$ cat config.mk
export PLATFORM = sky130hd
export DESIGN_NAME = feedback_delay_line_8bit_top
export DESIGN_NICKNAME = d
export VERILOG_FILES = /design/src/rtl/fdl_pkg.sv /design/src/rtl/fdl_cell.sv /design/src/rtl/feedback_delay_line_8bit_top.sv
export SDC_FILE = /design/constraint.sdc
export NUM_CORES = 2
export LEC_CHECK = 0
export ABC_AREA = 1
export BUFFER_PORTS_ARGS = -buffer_cell sky130_fd_sc_hd__buf_2
export CAP_MARGIN = 20
export CORE_ASPECT_RATIO = 1.75
export CORE_MARGIN = 2
export CORE_UTILIZATION = 60
export DETAILED_ROUTE_END_ITERATION = 10
export MAX_ROUTING_LAYER = met4
export PLACE_DENSITY = 0.76
export SYNTH_ARGS = -nofsm -noshare
export SYNTH_HDL_FRONTEND = slang
export SYNTH_HIERARCHICAL = 1
export SYNTH_SLANG_ARGS = --single-unit
$ cat constraint.sdc
create_clock -name clock -period 49.2 [get_ports clock]
set_input_delay 9.84 -clock clock [delete_from_list [all_inputs] [get_ports clock]]
set_output_delay 9.84 -clock clock [all_outputs]
set_load 0.02 [all_outputs]
$ cat src/rtl/fdl_pkg.sv
// ----------------------------------------------------------------------------
// fdl_pkg
// Shared types and constants for the feedback comb delay line.
// ----------------------------------------------------------------------------
package fdl_pkg;

   localparam int SAMPLE_WIDTH     = 8;
   localparam int DELAY_LEN_WIDTH  = 7;
   localparam int DELAY_LEN_RANGE  = 1 << DELAY_LEN_WIDTH;
   localparam int GAIN_WIDTH       = 8;
   localparam int GAIN_SHIFT       = 8;
   localparam int CSR_INDEX_WIDTH  = 8;
   localparam int CSR_DATA_WIDTH   = 8;

   localparam logic [CSR_INDEX_WIDTH-1:0] REG_DELAY_LENGTH  = 8'd0;
   localparam logic [CSR_INDEX_WIDTH-1:0] REG_FEEDBACK_GAIN = 8'd1;
   localparam logic [CSR_INDEX_WIDTH-1:0] REG_CLIP_LEVEL    = 8'd2;

   localparam logic [SAMPLE_WIDTH-1:0] CLIP_LEVEL_RESET = 8'hFF;

   typedef logic [SAMPLE_WIDTH-1:0] sample_type;

   // control handed to every cell of the ring
   typedef struct packed {
      logic                       advance;
      logic [DELAY_LEN_WIDTH-1:0] delay_length;
   } cell_ctrl_type;

endpackage

$ cat src/rtl/fdl_cell.sv
// ----------------------------------------------------------------------------
// fdl_cell
// One slot of the rotating delay ring; passes the feedback sample to its
// neighbor when the write position lands on it, otherwise passes its own value.
// ----------------------------------------------------------------------------
module fdl_cell
   import fdl_pkg::*;
#(
   parameter int CELL_INDEX = 0,
   parameter int RING_SIZE  = 128
) (
   input  logic          clock,
   input  logic          reset,
   input  cell_ctrl_type ctrl,
   input  sample_type    feedback_sample,
   input  sample_type    neighbor_sample,
   output sample_type    stored_sample,
   output sample_type    forward_sample
);

   sample_type sample_ff;
   sample_type sample_in;
   logic       write_hit;

   // hit when delay_length modulo RING_SIZE equals this slot's offset
   always_comb begin
      write_hit = 1'b0;
      for (int v = CELL_INDEX; v < DELAY_LEN_RANGE; v += RING_SIZE) begin
         write_hit = write_hit | (ctrl.delay_length == DELAY_LEN_WIDTH'(v));
      end
   end

   assign forward_sample = write_hit ? feedback_sample : sample_ff;
   assign sample_in      = ctrl.advance ? neighbor_sample : sample_ff;
   assign stored_sample  = sample_ff;

   always_ff @(posedge clock) begin
      if (reset) begin
         sample_ff <= '0;
      end else begin
         sample_ff <= sample_in;
      end
   end

endmodule

$ cat src/rtl/feedback_delay_line_8bit_top.sv
// ----------------------------------------------------------------------------
// feedback_delay_line_8bit_top
// Feedback comb delay line for unsigned 8-bit samples.
// ----------------------------------------------------------------------------
// The block takes one dry sample per beat and returns one wet sample per
// beat, at a sustained rate of one sample per clock while rsp_ready drains
// the output; the registered result appears in the cycle after the beat is
// accepted. The delay store is a ring of RING_SIZE cells that rotates by one
// slot per accepted sample, so the oldest sample always sits in cell 0; the
// read of cell 0, the add and clip, the 8x8 gain multiply and the feedback
// write all complete in the accept cycle. The output register holds one
// result and the input is accepted whenever that register is empty or is
// being drained in the same cycle. The store is cleared by reset directly,
// with no clearing pass. Configuration is taken at any time through the csr
// port, one register per beat; unknown indexes are ignored.
module feedback_delay_line_8bit_top
   import fdl_pkg::*;
#(
   parameter int RING_SIZE = 128
) (
   input  logic                       clock,
   input  logic                       reset,
   input  logic                       req_valid,
   output logic                       req_ready,
   input  logic [SAMPLE_WIDTH-1:0]    req_dry_sample,
   output logic                       rsp_valid,
   input  logic                       rsp_ready,
   output logic [SAMPLE_WIDTH-1:0]    rsp_wet_sample,
   input  logic                       csr_valid,
   output logic                       csr_ready,
   input  logic [CSR_INDEX_WIDTH-1:0] csr_index,
   input  logic [CSR_DATA_WIDTH-1:0]  csr_data
);

   logic [DELAY_LEN_WIDTH-1:0] delay_length_ff;
   logic [GAIN_WIDTH-1:0]      feedback_gain_ff;
   sample_type                 clip_level_ff;

   logic                       rsp_valid_ff;
   logic                       rsp_valid_in;
   sample_type                 wet_sample_ff;
   sample_type                 wet_sample_in;

   logic                       accept;
   cell_ctrl_type              cell_ctrl;
   logic [SAMPLE_WIDTH:0]      sum;
   logic [SAMPLE_WIDTH+GAIN_WIDTH-1:0] product;
   sample_type                 feedback_sample;

   sample_type                 stored [RING_SIZE];
   sample_type                 forward [RING_SIZE];

   assign csr_ready = 1'b1;
   assign req_ready = !rsp_valid_ff || rsp_ready;
   assign accept    = req_valid && req_ready;

   assign cell_ctrl.advance      = accept;
   assign cell_ctrl.delay_length = delay_length_ff;

   // wet sample from the oldest slot plus the dry sample, clipped; dry sample alone at zero delay
   always_comb begin
      sum = {1'b0, stored[0]} + {1'b0, req_dry_sample};
      if (delay_length_ff == '0) begin
         wet_sample_in = req_dry_sample;
      end else if (sum > {1'b0, clip_level_ff}) begin
         wet_sample_in = clip_level_ff;
      end else begin
         wet_sample_in = sum[SAMPLE_WIDTH-1:0];
      end
   end

   assign product = wet_sample_in * feedback_gain_ff;
   assign feedback_sample = product[GAIN_SHIFT +: SAMPLE_WIDTH];

   genvar k;
   generate
      for (k = 0; k < RING_SIZE; k++) begin : g_cell
         sample_type neighbor;
         if (k == RING_SIZE - 1) begin : g_wrap
            assign neighbor = forward[0];
         end else begin : g_chain
            assign neighbor = forward[k+1];
         end
         fdl_cell #(
            .CELL_INDEX (k),
            .RING_SIZE  (RING_SIZE)
         ) u_cell (
            .clock           (clock),
            .reset           (reset),
            .ctrl            (cell_ctrl),
            .feedback_sample (feedback_sample),
            .neighbor_sample (neighbor),
            .stored_sample   (stored[k]),
            .forward_sample  (forward[k])
         );
      end
   endgenerate

   always_comb begin
      rsp_valid_in = rsp_valid_ff;
      if (accept) begin
         rsp_valid_in = 1'b1;
      end else if (rsp_ready) begin
         rsp_valid_in = 1'b0;
      end
   end

   always_ff @(posedge clock) begin
      if (reset) begin
         rsp_valid_ff     <= 1'b0;
         delay_length_ff  <= '0;
         feedback_gain_ff <= '0;
         clip_level_ff    <= CLIP_LEVEL_RESET;
      end else begin
         rsp_valid_ff <= rsp_valid_in;
         if (csr_valid && csr_ready) begin
            case (csr_index)
               REG_DELAY_LENGTH:  delay_length_ff  <= csr_data[DELAY_LEN_WIDTH-1:0];
               REG_FEEDBACK_GAIN: feedback_gain_ff <= csr_data[GAIN_WIDTH-1:0];
               REG_CLIP_LEVEL:    clip_level_ff    <= csr_data[SAMPLE_WIDTH-1:0];
               default: begin
               end
            endcase
         end
      end
   end

   always_ff @(posedge clock) begin
      if (accept) begin
         wet_sample_ff <= wet_sample_in;
      end
   end

   assign rsp_valid      = rsp_valid_ff;
   assign rsp_wet_sample = wet_sample_ff;

   a_accept_gives_result: assert property (@(posedge clock) disable iff (reset)
      accept |=> rsp_valid)
      else $error("accepted beat produced no result");

   a_dry_passthrough: assert property (@(posedge clock) disable iff (reset)
      (accept && delay_length_ff == '0) |=> rsp_wet_sample == $past(req_dry_sample))
      else $error("zero delay did not pass the dry sample");

   a_clip_respected: assert property (@(posedge clock) disable iff (reset)
      (accept && delay_length_ff != '0) |=> rsp_wet_sample <= $past(clip_level_ff))
      else $error("wet sample above clip level");

   a_ready_when_empty: assert property (@(posedge clock) disable iff (reset)
      !rsp_valid_ff |-> req_ready)
      else $error("input stalled with empty output register");

endmodule
==> metrics.md <==
| Metric | Value |
|---|---|
| Status | finished, final reports clean |
| Layout cell share with drive strength beyond 1 | 13.87% |
| Synthesized Nets | 9,483 |
| Antenna violations before repair | 1 |
| Comb pwr share | 4.2% |
| Sw power | 0.4175 mW |
| Synth Warn # | 6 |
| Reg power frac | 48.9% |
| Placer congestion estimate | 0.8845 |
| Port bufs | 38 |
| CTS clk-pin slew, worst paths | 0.06 ns |
| Max-Cap Viols | 0 |
| Crit Path Category | primary input to primary output |
| Die Y-Extent | 429.9 um |
| Clock Sinks | 1,056 |
| Row count | 156 |
| PwrDens | 26.25 nW/um^2 |
| CP endpoint kind | primary output |
| H-tree levels | 3 |
| Commonest non-fill, non-tap cells in the layout | 4,290 x nand2_1, 1,041 x dfxtp_1, 1,026 x a21oi_1 |
| Worst-Margin Slew | 1.173 ns |
| Core ar. | 103,100 sq um |
| Ys async rst share | 0% |
| WP data required | 39.36 ns |
| Synthesized flop and latch total | 1,056 |
| DR WL/cell | 15.05 um |
| Clk_lat worst skew | 0.73 ns |
| Worst clock skew | 0.02903 ns |
| Synth area leaders | dfxtp_1 34%, nand2_1 26%, a21oi_1 8.3% |
| Worst setup SP type | primary input |
| Clk network pwr share | 46.9% |
| P_int | 1.337 mW |
| Avg Cell Area, Syn | 6.637 sq um |
| Yosys cell types | 51 |
| CTS tree | built |
| DRT iter0 DRCs | 3,653 |
| Area leader, netlist | dfxtp_1 |
| Count of filler cells inserted in the layout | 9,572 |
| RSZ-0062 raised after global routing | false |
| Multi-input combinational cell area | 37,370 sq um |
| Number of synthesized flops with an enable pin | 8 |
| Die area | 106,300 sq um |
| Synth-to-Final Area Change | 7.498% |
| Detailed Route WL | 161,300 um |
| Via count | 58,280 |
| Ys flop type | dfxtp_1 |
| Nets@finish | 9,406 |
| Commonest non-fill, non-tap cell in the layout | nand2_1 |
| Postcts setup bufs | 0 |
| Net Sw Frac | 23.80% |
| Fin crit share | 40.87% |
| DRT Pass-1 Iters | 7 |
| Max VDD drop | 0.03203 mV |
| Relative slew margins | 21.78% |
| Via density | 5.436 |
| Hold buffers post-CTS | 0 |
| DRC errors left | 0 |
| Post-synthesis sequential area ratio | 34.13% |
| First-pass GRT wire length | 267,200 um |
| Worst Path Arrival | 10.27 ns |
| IO Count | 40 |
| Cells after Synth | 9,369 |
| Root Driver | clkbuf_16 |
| Starting Density | 60.33% |
| Hold Vio Cnt, Final | 0 |
| TritonCTS Buffers | 102 |
| Post-cts repair resize count | 0 |
| Setup Viol. Count Final | 0 |
| Die W | 247.4 um |
| Final slew viol count | 0 |
| Setup TNS Final | 0 ns |
| FF+latch area | 21,250 sq um |
| Final core area utilization | 64.86% |
| Crit path time final | 20.11 ns |
| Synthesized area | 62,180 sq um |
| Gr usage total | 30.84% |
| Worst-path fanout max | 2 |
| DP Wirelength | 96,190 um |
| Pleak | 27.88 nW |
| Max frequency | 49.74 MHz |
| Pin count of the biggest net entering global routing | 222 |
| Top cell type's share of synthesized area | 33.74% |
| Number of global-route vias before repair | 56,060 |
| Type of the most critical hold path | flip-flop to flip-flop |
| Post-route ant nets | 0 |
| Clk buf depth | 3 |
| Gr ovfl total | 0 |
==> critical path, cell delays in order <==
cell and delay, ns:
buf_2 0.09, inv_1 0.09, nand2_1 0.08, buf_2 0.16
==> cell usage after synthesis, types with 6 or more instances <==
cell type / n
nor2_4: 107
nand2_4: 124
a21oi_1: 1027
buf_2: 98
nor2_1: 136
nor2_8: 152
ha_1: 49
o21ai_1: 39
buf_1: 126
o21ai_0: 24
nand3_4: 9
buf_6: 30
xor2_1: 6
edfxtp_1: 8
o21bai_1: 16
fa_1: 36
a211oi_2: 16
nand3_1: 974
inv_1: 358
dfxtp_1: 1048
nor2_2: 62
nand4_1: 10
nand2_1: 4294
nand2_2: 293
inv_2: 236
inv_4: 12
o211ai_1: 11
a211oi_1: 15
==> metal layers <==
metal | track usage [%] | part of all wire [%] | vias to the layer above
li1 | - | - | 29650
met1 | 32.49 | 39 | 26880
met2 | 57.01 | 53 | 1340
met3 | 3.687 | 4.3 | 412
met4 | 13.42 | 4.0 | 0
met5 | - | 0 | -
==> kinds of logic after synthesis <==
kind of cell	share of synthesized area, %
other cells	0.006031
flops	34.13
simple gates	47.90
compound gates	9.729
fa+ha+maj	2.145
xor+xnor	0.1549
buf+inv	5.934
==> registers in the layout (all words and copies together), names as in the netlist <==
| name | count |
|---|---|
| delay_length_ff | 7 |
| g_cell.u_cell/stored_sample | 1024 |
| clip_level_ff | 8 |
| rsp_valid | 1 |
| feedback_gain_ff | 8 |
| rsp_wet_sample | 8 |
==> per-stage QoR <==
step | hold WS, ns | total power, mW | instance area [sq um] | instances | setup slack (ns)
after global routing | 0.4720 | 1.807 | 66840 | 10720 | 29.05
final | 0.4591 | 1.754 | 66840 | 10720 | 29.09
after CTS | 0.4613 | 1.767 | 66810 | 10720 | 29.09
after global placement | 0.4460 | 0.9493 | 63320 | 10530 | 29.05
after floorplan | 0.4326 | 0.9405 | 62180 | 9369 | 28.92
after detailed placement | 0.4504 | 0.9503 | 63320 | 10530 | 29.09
==> path summary, 6_finish.rpt <==
path	from	to	slack (ns)	cells past startpoint
setup / recovery	rsp_ready	req_ready	29.09	4
hold / removal	g_cell[23].u_cell/stored_sample[1]$_SDFFE_PP0P_	g_cell[23].u_cell/stored_sample[1]$_SDFFE_PP0P_	0.46	2
setup reg to reg	g_cell[0].u_cell/stored_sample[0]$_SDFFE_PP0P_	g_cell[109].u_cell/stored_sample[7]$_SDFFE_PP0P_	39.69	36
hold reg to reg	g_cell[23].u_cell/stored_sample[1]$_SDFFE_PP0P_	g_cell[23].u_cell/stored_sample[1]$_SDFFE_PP0P_	0.46	2
==> area by class of cell <==
cell class | count | area share [%]
clock buffers | 144 | 4.603
well taps | 1343 | 2.514
inverters | 610 | 3.474
multi-input cells | 7439 | 55.92
diodes | 1 | 0.003744
clock inverters | 44 | 0.6252
flip-flops and latches | 1056 | 31.79
repair buffers | 83 | 1.078
==> power by group through the flow <==
stage / logic (mW) / registers [mW] / clock network (mW)
2_1_floorplan: 0.0614 / 0.879 / 0
3_3_place_gp: 0.0715 / 0.878 / 0
3_5_place_dp: 0.0724 / 0.878 / 0
4_1_cts: 0.0725 / 0.859 / 0.836
5_1_grt: 0.0802 / 0.858 / 0.869
6_report: 0.0731 / 0.859 / 0.823
Note: power is estimated with default switching activity, not from simulation.
